**config.mk**
```make
export PLATFORM = sky130hd
export DESIGN_NAME = button_debounce_press_hold_fsm
export DESIGN_NICKNAME = d
export VERILOG_FILES = /design/src/hdl/bdb_pkg.sv /design/src/hdl/bdb_cfg.sv /design/src/hdl/bdb_fsm.sv /design/src/hdl/button_debounce_press_hold_fsm.sv
export SDC_FILE = /design/constraint.sdc
export NUM_CORES = 1
export LEC_CHECK = 0
export ABC_AREA = 1
export BUFFER_PORTS_ARGS = -buffer_cell sky130_fd_sc_hd__buf_2
export CAP_MARGIN = 20
export CELL_PAD_IN_SITES_DETAIL_PLACEMENT = 1
export CELL_PAD_IN_SITES_GLOBAL_PLACEMENT = 2
export CORE_MARGIN = 2
export CORE_UTILIZATION = 35
export DETAILED_ROUTE_END_ITERATION = 10
export PLACE_DENSITY_LB_ADDON = 0.1
export SETUP_SLACK_MARGIN = 0.4
export SYNTH_ARGS = -nofsm -noshare
export SYNTH_HDL_FRONTEND = slang
export SYNTH_HIERARCHICAL = 1
export SYNTH_SLANG_ARGS = --single-unit
```
**constraint.sdc**
```tcl
create_clock -name clk -period 8.8 [get_ports clk]
set_clock_uncertainty 0.15 [all_clocks]
set_input_delay 1.76 -clock clk [delete_from_list [all_inputs] [get_ports clk]]
set_output_delay 1.76 -clock clk [all_outputs]
set_load 0.1 [all_outputs]
```
**src/hdl/bdb_pkg.sv**
```systemverilog
`timescale 1ns / 1ps
// ----------------------------------------------------------------------------
// bdb_pkg
// Shared types and constants for the button debounce and press/hold qualifier.
// ----------------------------------------------------------------------------
package bdb_pkg;

    // State encoding of the button state machine.
    localparam logic [2:0] ST_RESET     = 3'd0;
    localparam logic [2:0] ST_WAIT      = 3'd1;
    localparam logic [2:0] ST_ARMING    = 3'd2;
    localparam logic [2:0] ST_ARMED     = 3'd3;
    localparam logic [2:0] ST_DRAWN     = 3'd4;
    localparam logic [2:0] ST_TRIGGERED = 3'd5;
    localparam logic [2:0] ST_HOLD      = 3'd6;
    localparam logic [2:0] ST_LOWWAIT   = 3'd7;

    // Register indexes as decoded from paddr[2].
    localparam logic REG_BOUNCE = 1'b0;
    localparam logic REG_HOLD   = 1'b1;

    // Register reset values.
    localparam logic [15:0] BOUNCE_RESET = 16'd50;
    localparam logic [15:0] HOLD_RESET   = 16'd1000;

    typedef struct packed {
        logic [15:0] bounce_delay_ms;
        logic [15:0] hold_delay_ms;
    } cfg_t;

    typedef struct packed {
        logic [2:0] button_state;
        logic       short_press;
        logic       long_press;
    } result_t;

endpackage

```
**src/hdl/bdb_cfg.sv**
```systemverilog
`timescale 1ns / 1ps
// ----------------------------------------------------------------------------
// bdb_cfg
// APB register bank holding the bounce and hold delays.
// ----------------------------------------------------------------------------
module bdb_cfg (
    input  logic           clk,
    input  logic           rst_n,
    input  logic           psel,
    input  logic           penable,
    input  logic           pwrite,
    input  logic [2:0]     paddr,
    input  logic [31:0]    pwdata,
    output logic [31:0]    prdata,
    output logic           pready,
    output bdb_pkg::cfg_t  cfg
);

    logic [15:0] bounce_reg;
    logic [15:0] hold_reg;
    logic        wr_en;

    assign wr_en  = psel && penable && pwrite;
    assign pready = 1'b1;

    always_ff @(posedge clk or negedge rst_n)
    begin
        if (!rst_n)
        begin
            bounce_reg <= bdb_pkg::BOUNCE_RESET;
            hold_reg   <= bdb_pkg::HOLD_RESET;
        end
        else if (wr_en)
        begin
            unique case (paddr[2])
                bdb_pkg::REG_BOUNCE: bounce_reg <= pwdata[15:0];
                bdb_pkg::REG_HOLD:   hold_reg   <= pwdata[15:0];
                default:             bounce_reg <= bounce_reg;
            endcase
        end
    end

    always_comb
    begin
        unique case (paddr[2])
            bdb_pkg::REG_BOUNCE: prdata = {16'd0, bounce_reg};
            bdb_pkg::REG_HOLD:   prdata = {16'd0, hold_reg};
            default:             prdata = 32'd0;
        endcase
    end

    assign cfg.bounce_delay_ms = bounce_reg;
    assign cfg.hold_delay_ms   = hold_reg;

endmodule

```
**src/hdl/bdb_fsm.sv**
```systemverilog
`timescale 1ns / 1ps
// ----------------------------------------------------------------------------
// bdb_fsm
// Button state machine and press timestamp; advances once per transaction.
// ----------------------------------------------------------------------------
module bdb_fsm (
    input  logic              clk,
    input  logic              rst_n,
    input  logic              step,
    input  logic              pin_level,
    input  logic [31:0]       now_ms,
    input  bdb_pkg::cfg_t     cfg,
    output bdb_pkg::result_t  result
);

    logic [2:0]  state_reg;
    logic [2:0]  state_next;
    logic [31:0] start_reg;
    logic [31:0] start_next;
    logic [31:0] elapsed;
    logic        bounce_done;
    logic        hold_done;

    // Elapsed time wraps modulo 2^32.
    assign elapsed     = now_ms - start_reg;
    assign bounce_done = elapsed > {16'd0, cfg.bounce_delay_ms};
    assign hold_done   = elapsed > {16'd0, cfg.hold_delay_ms};

    always_comb
    begin
        state_next = state_reg;
        start_next = start_reg;
        unique case (state_reg)
            bdb_pkg::ST_RESET:
            begin
                state_next = bdb_pkg::ST_WAIT;
            end
            bdb_pkg::ST_WAIT:
            begin
                if (!pin_level)
                    state_next = bdb_pkg::ST_ARMING;
            end
            bdb_pkg::ST_ARMING:
            begin
                start_next = now_ms;
                state_next = bdb_pkg::ST_ARMED;
            end
            bdb_pkg::ST_ARMED:
            begin
                // A release during debounce wins over the bounce timeout.
                if (pin_level)
                    state_next = bdb_pkg::ST_RESET;
                else if (bounce_done)
                    state_next = bdb_pkg::ST_DRAWN;
            end
            bdb_pkg::ST_DRAWN:
            begin
                // Long press wins over a release in the same sample.
                if (hold_done)
                    state_next = bdb_pkg::ST_HOLD;
                else if (pin_level)
                    state_next = bdb_pkg::ST_TRIGGERED;
            end
            bdb_pkg::ST_TRIGGERED:
            begin
                state_next = bdb_pkg::ST_RESET;
            end
            bdb_pkg::ST_HOLD:
            begin
                state_next = bdb_pkg::ST_LOWWAIT;
            end
            bdb_pkg::ST_LOWWAIT:
            begin
                if (pin_level)
                    state_next = bdb_pkg::ST_RESET;
            end
            default:
            begin
                state_next = bdb_pkg::ST_RESET;
            end
        endcase
    end

    always_ff @(posedge clk or negedge rst_n)
    begin
        if (!rst_n)
        begin
            state_reg <= bdb_pkg::ST_RESET;
            start_reg <= 32'd0;
        end
        else if (step)
        begin
            state_reg <= state_next;
            start_reg <= start_next;
        end
    end

    assign result.button_state = state_next;
    assign result.short_press  = (state_next == bdb_pkg::ST_TRIGGERED);
    assign result.long_press   = (state_next == bdb_pkg::ST_HOLD);

endmodule

```
**src/hdl/button_debounce_press_hold_fsm.sv**
```systemverilog
`timescale 1ns / 1ps
// ----------------------------------------------------------------------------
// button_debounce_press_hold_fsm
// Debounces an active-low push button and reports short and long presses.
// ----------------------------------------------------------------------------
//
//   Channel   Handshake             Payload
//   -------   -------------------   -------------------------------------------
//   in        in_valid / in_stall   pin_level, now_ms
//   out       out_valid / out_stall button_state, short_press, long_press
//   config    APB (psel..pready)    bounce_delay_ms @ 0x0, hold_delay_ms @ 0x4
//
// One transaction is accepted per cycle when the output side keeps up; each
// sample produces exactly one result, loaded into the result register once
// that register is free, and out_valid is set when the result is loaded.
// The state machine step sits between the input and result registers.
// Reset returns the machine to its reset state with a zero press timestamp and
// loads the delays with 50 ms and 1000 ms.
// A stall on the output holds the result register, which in turn holds any
// sample in the input register and raises in_stall until the result is taken.
// ----------------------------------------------------------------------------
module button_debounce_press_hold_fsm (
    input  logic        clk,
    input  logic        rst_n,

    input  logic        in_valid,
    output logic        in_stall,
    input  logic        pin_level,
    input  logic [31:0] now_ms,

    output logic        out_valid,
    input  logic        out_stall,
    output logic [2:0]  button_state,
    output logic        short_press,
    output logic        long_press,

    input  logic        psel,
    input  logic        penable,
    input  logic        pwrite,
    input  logic [2:0]  paddr,
    input  logic [31:0] pwdata,
    output logic [31:0] prdata,
    output logic        pready
);

    bdb_pkg::cfg_t    cfg;
    bdb_pkg::result_t step_result;

    // Input register.
    logic        s0_valid_reg;
    logic        s0_valid_next;
    logic        s0_pin_reg;
    logic [31:0] s0_now_reg;

    // Result register.
    logic        out_valid_reg;
    logic        out_valid_next;
    bdb_pkg::result_t out_reg;

    logic        out_free;
    logic        advance;
    logic        in_take;

    // The result register can take a new value when it is empty or its
    // current value is leaving this cycle.
    assign out_free = !out_valid_reg || !out_stall;
    assign advance  = s0_valid_reg && out_free;
    assign in_stall = s0_valid_reg && !out_free;
    assign in_take  = in_valid && !in_stall;

    assign s0_valid_next  = in_take || (s0_valid_reg && !advance);
    assign out_valid_next = advance || (out_valid_reg && !out_free);

    bdb_cfg u_cfg (
        .clk     (clk),
        .rst_n   (rst_n),
        .psel    (psel),
        .penable (penable),
        .pwrite  (pwrite),
        .paddr   (paddr),
        .pwdata  (pwdata),
        .prdata  (prdata),
        .pready  (pready),
        .cfg     (cfg)
    );

    // The state machine steps only when the sample moves into the result
    // register, so every accepted sample is applied exactly once and in order.
    bdb_fsm u_fsm (
        .clk       (clk),
        .rst_n     (rst_n),
        .step      (advance),
        .pin_level (s0_pin_reg),
        .now_ms    (s0_now_reg),
        .cfg       (cfg),
        .result    (step_result)
    );

    always_ff @(posedge clk or negedge rst_n)
    begin
        if (!rst_n)
        begin
            s0_valid_reg  <= 1'b0;
            out_valid_reg <= 1'b0;
        end
        else
        begin
            s0_valid_reg  <= s0_valid_next;
            out_valid_reg <= out_valid_next;
        end
    end

    always_ff @(posedge clk)
    begin
        if (in_take)
        begin
            s0_pin_reg <= pin_level;
            s0_now_reg <= now_ms;
        end
        if (advance)
        begin
            out_reg <= step_result;
        end
    end

    assign out_valid    = out_valid_reg;
    assign button_state = out_reg.button_state;
    assign short_press  = out_reg.short_press;
    assign long_press   = out_reg.long_press;

`ifndef SYNTHESIS
    // A short and a long press are never reported for the same sample.
    assert property (@(posedge clk) disable iff (!rst_n)
        out_valid |-> !(short_press && long_press))
        else $error("short and long press reported together");

    // The press flags follow the reported state.
    assert property (@(posedge clk) disable iff (!rst_n)
        out_valid |-> (short_press == (button_state == bdb_pkg::ST_TRIGGERED)) &&
                      (long_press == (button_state == bdb_pkg::ST_HOLD)))
        else $error("press flags disagree with button state");

    // The input side only stalls behind a held result.
    assert property (@(posedge clk) disable iff (!rst_n)
        in_stall |-> (out_valid && out_stall && s0_valid_reg))
        else $error("input stalled without a held result");

    // A sample that moves forward always shows up as a result.
    assert property (@(posedge clk) disable iff (!rst_n)
        advance |=> out_valid)
        else $error("advanced sample did not reach the output");
`endif

endmodule
```
==> impl_results.rst, run 1 <==
.. list-table::
   :header-rows: 1

   * - Metric
     - Value
   * - Initial antenna violation count
     - 0
   * - First-pass GRT wire length
     - around 35000 um
   * - Core outline area
     - roughly 0.022 mm2
   * - Final Cycle Share
     - about three fifths
   * - Most used standard cell by instance count after synthesis
     - nand2_1
   * - Number of hold buffers added after cts
     - 0
   * - Complex-gate fraction of the synthesized area
     - under 10%
   * - Sequential share of the synthesized area
     - around 37%
   * - Nature of the critical path endpoint
     - output pin
   * - Routability congestion estimate from global placement
     - 0.820
   * - Number of warnings printed during yosys synthesis
     - 6
   * - Clock tree from TritonCTS
     - built
   * - Share of power burned in combinational logic
     - 61.3%
   * - Sequential fraction of design power
     - 24.7%
   * - Max cap viols
     - 0
   * - Share of cells above drive strength 1
     - between 10% and 20%
   * - Total internal power
     - 1.39 mW
   * - Drt first pass iters
     - 4
   * - Data required time at the worst endpoint
     - 6.89 ns
   * - Largest area contributor in the netlist
     - nand2_1
   * - Detailed placer's ending HPWL
     - roughly 17000 um
   * - Setup repair after global routing missed its margin
     - false
   * - Synthesized area divided by synthesized cell count
     - 6.99 um2
   * - Share of cell area taken by muxes after synthesis
     - less than 1%
   * - Detailed Route Iter0 Violations
     - about 220
   * - Worst setup SP type
     - input pin
   * - Overall routed net length
     - between 20000 and 25000 um
   * - Syn Inst Count
     - 1105
   * - Share of synthesized cell area in full adder, half adder and majority cells
     - 10.5%
   * - Share of the synthesized netlist area taken by xor and xnor gates
     - under 10%
   * - Clock transition at the registers of the reported paths
     - 0.08 ns
   * - Reg-to-reg slack, setup
     - ~4.8 ns
   * - Count of cell types in the netlist
     - 37
   * - Post-CTS setup-driven buffer insertion count
     - 0
   * - Clock buffer depth
     - 2
   * - Maximum fanout encountered on the critical timing path
     - 34
   * - Switching component of the power
     - 1.46 mW
   * - Number of standard cells in the final layout excluding fillers
     - approximately 1500
   * - Via total after detailed routing
     - just under 7000
   * - Count of nets left with antenna violations after detail routing
     - 0
   * - Detail-routed net length per standard cell
     - between 10 and 15 um
   * - Clock network fraction of design power
     - between 10 and 15%
   * - Synth Cell Area
     - just under 0.008 mm2
   * - Core utilization of the finished layout
     - 39.6%
   * - Critical-path cell list
     - buf_2 > inv_2 > nand2_1 > nand2_1 > buf_2
   * - Worst vdd rail ir drop
     - around 150 uV
   * - Flop and latch count out of synthesis
     - around 110
   * - Number of buffer and inverter stages on the critical path
     - 3
   * - Slew at the pin closest to its max-slew limit
     - approximately 0.93 ns
   * - Number of pins exceeding their max-slew limit in the final report
     - 0
   * - Count of clock tree sinks
     - around 110
   * - Most area-consuming cells after synthesis
     - nand2_1 (20%), dfrtp_1 (19%), edfxtp_1 (15%), ha_1 (10%), inv_1 (9.9%)
   * - Vias in the first global route
     - approximately 7000
   * - Area growth syn-to-layout
     - 11.7%
   * - Starting utilization of the core area
     - between 30% and 40%
   * - # setup viols final
     - 0
   * - Top post-synthesis cells by count
     - nand2_1 (403), inv_1 (204), nor2_1 (73), nand3_1 (65), ha_1 (63)
   * - Maximum frequency from static timing analysis
     - 193 MHz
   * - Largest family of logic cells by synthesized area
     - simple AND/OR/NAND/NOR gates
   * - Sum of negative setup slack
     - 0 ns
   * - Resized cells post-CTS
     - 0
   * - FFs w/ async S/R, synth
     - between 60% and 70%
   * - Arrival time at the worst endpoint
     - about 3.3 ns
   * - Number of buffers inserted by port buffering
     - 79
   * - Maximum number of pins on one net before global-route repair
     - 70
   * - Total power density per cell area
     - approximately 330 mW/mm2
   * - Ant diodes
     - 0
   * - Boundary pin count
     - 115
   * - Share of the synthesized area in the top cell type
     - between 10% and 20%
   * - Drt via density
     - ~4.7
   * - CP top delay family
     - buffers and inverters
   * - Leakage power of the design
     - slightly below 5 nW
   * - Level count of the clock H-tree
     - 3
   * - Number of rows in the core area
     - 54
   * - CP Class
     - input pin to output pin
   * - Slowest stage cell on the critical path
     - inv_2
   * - Biggest cell delay along the critical path
     - between 0.5 and 0.6 ns
   * - Number of endpoints with negative hold slack in the final report
     - 0
   * - Fin crit period
     - just over 5 ns
   * - Rel. slew slack
     - 37.8%
   * - Classification of the worst-slack hold path
     - flip-flop to flip-flop
   * - Status
     - complete, no violations
   * - Remaining global-route overflow
     - 0
   * - Number of buffers created by CTS
     - 9
   * - Total global routing track utilization
     - a little under a fifth
   * - Net count of the finished layout
     - between 1000 and 1500
   * - Primary flip-flop cell chosen by synthesis mapping
     - dfrtp_1
   * - Chip Height
     - approximately 150 um
   * - EDFF count, synth
     - 38
   * - Count of unresolved DRC violations after routing
     - 0
   * - Clock latency on the worst-skew pair
     - 0.37 ns
   * - Root Driver
     - clkbuf_16
   * - Area of the die
     - between 0.02 and 0.025 mm2
   * - Synth Area in Simple Gates
     - 31.9%
   * - Net switching share of the total power
     - about half
   * - X dimension of the die
     - 153 um
   * - Placed Instances
     - 1448
## stage by stage
step | setup WS [ns] | instance area, um2 | total power, mW | hold slack (ns)
finish | 3.61 | 8630 | 2.86 | 0.327
detailed placement | 3.58 | 8350 | 2.48 | 0.320
CTS | 3.58 | 8630 | 2.90 | 0.332
global placement | 3.57 | 8350 | 2.44 | 0.314
floorplan | 4.01 | 7780 | 2.02 | 0.300
global route | 3.45 | 8630 | 3.16 | 0.352
## logic make-up after synthesis
family / Yosys count
AND/OR/NAND/NOR: 595
buffers and inverters: 241
flip-flops: 107
AO/OA/AOI/OAI: 80
adder cells (fa/ha/maj): 64
XOR/XNOR: 15
other: 2
multiplexers: 1
## power groups by stage
stage / combinational, mW / clock, mW / sequential (mW)
3_5_place_dp: 1.76 / 0 / 0.715
2_1_floorplan: 1.28 / 0 / 0.741
5_1_grt: 2.00 / 0.442 / 0.721
3_3_place_gp: 1.73 / 0 / 0.712
6_report: 1.75 / 0.401 / 0.704
4_1_cts: 1.78 / 0.423 / 0.706
## per-layer routing
| layer | global-route usage, % | vias to the layer above | part of all wire (%) |
|---|---|---|---|
| li1 | - | 3538 | - |
| met1 | 26.4 | 3213 | 50 |
| met2 | 29.9 | 82 | 45 |
| met3 | 3.13 | 11 | 3.7 |
| met4 | 3.57 | 0 | 0.82 |
| met5 | 0 | - | 0 |
## path summary, 6_finish.rpt
path	startpoint	to	cells after the start
worst max-delay path	paddr[2]	prdata[15]	5
worst min-delay path	u_cfg/bounce_reg[1]	u_cfg/bounce_reg[1]	2
worst max register to register	s0_now_reg[9]	button_state[0]	16
worst min register to register	u_cfg/bounce_reg[1]	u_cfg/bounce_reg[1]	2
max in group asynchronous	rst_n	u_fsm/start_reg[2]	2
min in group asynchronous	rst_n	u_cfg/bounce_reg[10]	2
## tightest hold or removal path, cell delays in order (launching register included)
cell and delay (ns):
dfstp_2 0.38, nand2_1 0.06, nand2_1 0.04
## layout by cell type (no fill, tap or decap), types with 14 or more instances in the layout
| master | instances |
|---|---|
| conb_1 | 17 |
| a21oi_1 | 62 |
| edfxtp_1 | 38 |
| dfrtp_1 | 60 |
| nand3_1 | 64 |
| inv_1 | 204 |
| nand2_1 | 403 |
| nand4_1 | 14 |
| ha_1 | 63 |
| buf_2 | 79 |
| nor2_1 | 73 |
## cell type report
cell class,count,area [um2]
Clock inverter,6,51.3
Fill cell,2828,13100
Inverter,206,773
Timing Repair Buffer,83,425
Multi-Input combinational cell,772,3920
Tap cell,280,350
Sequential cell,107,2880
Clock buffer,10,229
No activity file was read; power rests on OpenSTA's default activity.
==> run 2, diff against run 1 <==
--- a/config.mk
+++ b/config.mk
@@ -11,7 +11,7 @@
 export CELL_PAD_IN_SITES_DETAIL_PLACEMENT = 1
 export CELL_PAD_IN_SITES_GLOBAL_PLACEMENT = 2
 export CORE_MARGIN = 2
-export CORE_UTILIZATION = 35
+export CORE_UTILIZATION = 29
 export DETAILED_ROUTE_END_ITERATION = 10
 export PLACE_DENSITY_LB_ADDON = 0.1
 export SETUP_SLACK_MARGIN = 0.4
==> constraint.sdc (replaced) <==
create_clock -name clk -period 4.2 [get_ports clk]
set_clock_uncertainty 0.15 [all_clocks]
set_input_delay 0.84 -clock clk [delete_from_list [all_inputs] [get_ports clk]]
set_output_delay 0.84 -clock clk [all_outputs]
set_load 0.1 [all_outputs]
==> run 2 against run 1 <==
  * The run now ends with design-rule violations left
  * Critical path depth is 12 higher
  * Critical path type is now flip-flop to flip-flop
  * Non-clock buffer count rose by 4
  * First-iteration DRC count is 12% higher
  * Sequential share of layout area down 1.1 points
  * Cell area grew 3.2%
  * Largest cell class unchanged
  * Routed wire length increased by 5.7%
  * Die area is 20% higher
  * Cell count rose by 4.0%
  * Sequential cell count unchanged
  * Worst hold slack hardly changed
==> impl_results.rst, run 2 (synthesized netlist as in run 1, its figures left out) <==
.. list-table::
   :header-rows: 1

   * - Metric
     - Value
   * - Status
     - complete, but fails checks
   * - Failing checks
     - design-rule violations
   * - Count of clock tree sinks
     - 107 (unchanged)
   * - Share of power burned in combinational logic
     - 62.2% (+0.9 points)
   * - Clock transition at the registers of the reported paths
     - 0.09 ns (about the same)
   * - # setup viols final
     - 0 (unchanged)
   * - Placed Instances
     - 1505 (+3.9%)
   * - Ant diodes
     - 0 (unchanged)
   * - Number of hold buffers added after cts
     - 0 (unchanged)
   * - Total power density per cell area
     - 697 mW/mm2 (+110%)
   * - Count of nets left with antenna violations after detail routing
     - 0 (unchanged)
   * - Maximum number of pins on one net before global-route repair
     - 70 (unchanged)
   * - Maximum frequency from static timing analysis
     - about 280 MHz
   * - Vias in the first global route
     - 6804 (-1.2%)
   * - Net count of the finished layout
     - 1322 (+0.30%)
   * - Routability congestion estimate from global placement
     - 0.763 (-6.9%)
   * - Nature of the critical path endpoint
     - flip-flop
   * - Number of standard cells in the final layout excluding fillers
     - 1523 (+4.0%)
   * - Clock network fraction of design power
     - 14.0% (about the same)
   * - Worst slack after detailed placement
     - 0.274 ns (-3.31 ns)
   * - Remaining global-route overflow
     - 0 (unchanged)
   * - Detail-routed net length per standard cell
     - 14.5 um (+1.6%)
   * - Share of cells above drive strength 1
     - 14.5% (+3.2 points)
   * - Detailed placer's ending HPWL
     - 17500 um (+5.6%)
   * - Detailed Route Iter0 Violations
     - 241 (+12%)
   * - Rel. slew slack
     - 35.1% (-2.7 points)
   * - Max cap viols
     - 0 (unchanged)
   * - Area of the die
     - 0.0280 mm2 (+20%)
   * - Number of buffers created by CTS
     - 9 (unchanged)
   * - Final Cycle Share
     - 84.8%
   * - Chip Height
     - 167 um (+9.6%)
   * - Final worst hold slack
     - 0.327 ns (+0.000259 ns)
   * - Fin crit period
     - ~3.6 ns
   * - Number of buffers inserted by port buffering
     - 79 (unchanged)
   * - Data required time at the worst endpoint
     - 4.16 ns (-2.73 ns)
   * - Total global routing track utilization
     - 16.3% (-2.2 points)
   * - Count of fill cells added during filler insertion
     - 3343 (+18%)
   * - Leakage power of the design
     - 4.91 nW (+0.37%)
   * - Number of rows in the core area
     - 59 (+9.3%)
   * - X dimension of the die
     - 167 um (+9.6%)
   * - Classification of the worst-slack hold path
     - flip-flop to flip-flop
   * - Slew at the pin closest to its max-slew limit
     - 0.973 ns (+0.0402 ns)
   * - Arrival time at the worst endpoint
     - 3.52 ns (+0.24 ns)
   * - Root Driver
     - clkbuf_16
   * - Switching component of the power
     - 3.18 mW (+120%)
   * - Level count of the clock H-tree
     - 3 (unchanged)
   * - First-pass GRT wire length
     - 36400 um (+4.1%)
   * - Count of unresolved DRC violations after routing
     - 7 (+7)
   * - Total design power
     - 6.21 mW (+120%)
   * - Worst setup margin
     - 0.639 ns (-2.97 ns)
   * - Sequential fraction of design power
     - 23.7% (-1.0 points)
   * - Drt first pass iters
     - 7 (+3)
   * - Setup repair after global routing missed its margin
     - false
   * - Sum of negative setup slack
     - 0 ns (unchanged)
   * - Number of pins exceeding their max-slew limit in the final report
     - 0 (unchanged)
   * - Area growth syn-to-layout
     - 15.3%
   * - Drt via density
     - 4.44 (-5.0%)
   * - Number of endpoints with negative hold slack in the final report
     - 0 (unchanged)
   * - Net switching share of the total power
     - 51.3% (+0.092 points)
   * - Maximum fanout encountered on the critical timing path
     - 4 (-88%)
   * - Overall routed net length
     - 22100 um (+5.7%)
   * - Worst setup SP type
     - flip-flop
   * - CP Class
     - flip-flop to flip-flop
   * - Total internal power
     - 3.02 mW (+120%)
   * - Most common cell after layout, fill and taps aside
     - nand2_1
   * - Clock tree from TritonCTS
     - built
   * - Boundary pin count
     - 115 (unchanged)
   * - Clock latency on the worst-skew pair
     - 0.37 ns (about the same)
   * - Initial antenna violation count
     - 0 (unchanged)
   * - Core outline area
     - 0.0261 mm2 (+20%)
   * - Worst vdd rail ir drop
     - 261 uV (+75%)
   * - Clock buffer depth
     - 2 (unchanged)
   * - Via total after detailed routing
     - 6762 (-1.2%)
   * - Commonest cells after routing, fill and taps aside
     - nand2_1 (396), inv_1 (204), buf_2 (78), nor2_1 (70), nand3_1 (64)
   * - Starting utilization of the core area
     - 29.6% (-5.9 points)
-- run 2: cell types whose count changed in the layout (fill, tap and decap cells not counted), sizes merged --
cell      before  now
clkinv         4    1
buf           83   87
inv          208  210
clkinvlp       0    1
-- run 2: path summary, 6_finish.rpt --
kind,startpoint,to,slack [ns],depth (start not counted)
worst max-delay path,s0_now_reg[5],button_state[1],0.64,17
min in group asynchronous,rst_n,u_cfg/bounce_reg[10],0.48,1
worst max register to register,s0_now_reg[5],button_state[1],0.64,17
max in group asynchronous,rst_n,u_fsm/start_reg[31],2.79,1
worst min register to register,u_cfg/hold_reg[7],u_cfg/hold_reg[7],0.33,2
worst min-delay path,u_cfg/hold_reg[7],u_cfg/hold_reg[7],0.33,2
-- run 2: what timing repair did --
item,in CTS,in global routing
hold endpoints to repair,0,0
pin swaps,1,1
resized for setup,4,37
setup endpoints to repair,6,8
setup buffers,1,1
-- run 2: final cells by class --
type | count | area [um2] | area share (%)
multi-input combinational | 772 | 4090 | 45.9
tap | 335 | 419 | 4.71
sequential | 107 | 2880 | 32.3
inverter | 206 | 773 | 8.68
timing repair buffer | 87 | 458 | 5.14
clock buffer | 10 | 229 | 2.57
clock inverter | 6 | 56.3 | 0.632
-- run 2: layer usage --
layer / GRT usage [%] / up-vias / part of all wire (%)
li1: - / 3536 / -
met1: 24.2 / 3151 / 53
met2: 25.7 / 64 / 44
met3: 2.39 / 11 / 2.3
met4: 2.61 / 0 / 0.67
met5: 0 / - / 0
-- run 2: per-stage QoR --
step / cell area, um2 / utilization, %
2_1_floorplan: 7780 / -
3_3_place_gp: 8430 / 32.3
3_5_place_dp: 8430 / 32.3
4_1_cts: 8740 / 33.4
5_1_grt: 8910 / 34.1
6_report: 8910 / 34.1
-- run 2: power by group through the flow --
stage                     Clock [mW]  Sequential, mW  Combinational [mW]
after global routing           0.945            1.51                4.45
after detailed placement           0            1.50                3.73
after floorplan                    0            1.55                2.67
after CTS                      0.905            1.48                3.78
after global placement             0            1.49                3.66
final                          0.871            1.47                3.86
-- run 2: worst max-delay path, cell delays in order, from the launching register on --
cell and delay (ns):
edfxtp_1 0.41, ha_2 0.34, nand2_1 0.15, inv_1 0.07, a21oi_1 0.17, nand2_2 0.12, nand2_1 0.09, nand2_2 0.09
xor2_2 0.18, ha_1 0.34, nand4_1 0.16, nor3_2 0.30, buf_4 0.15, nand2_1 0.07, o21ai_2 0.20, nand3_1 0.11
nand2_1 0.10, nand3_1 0.10
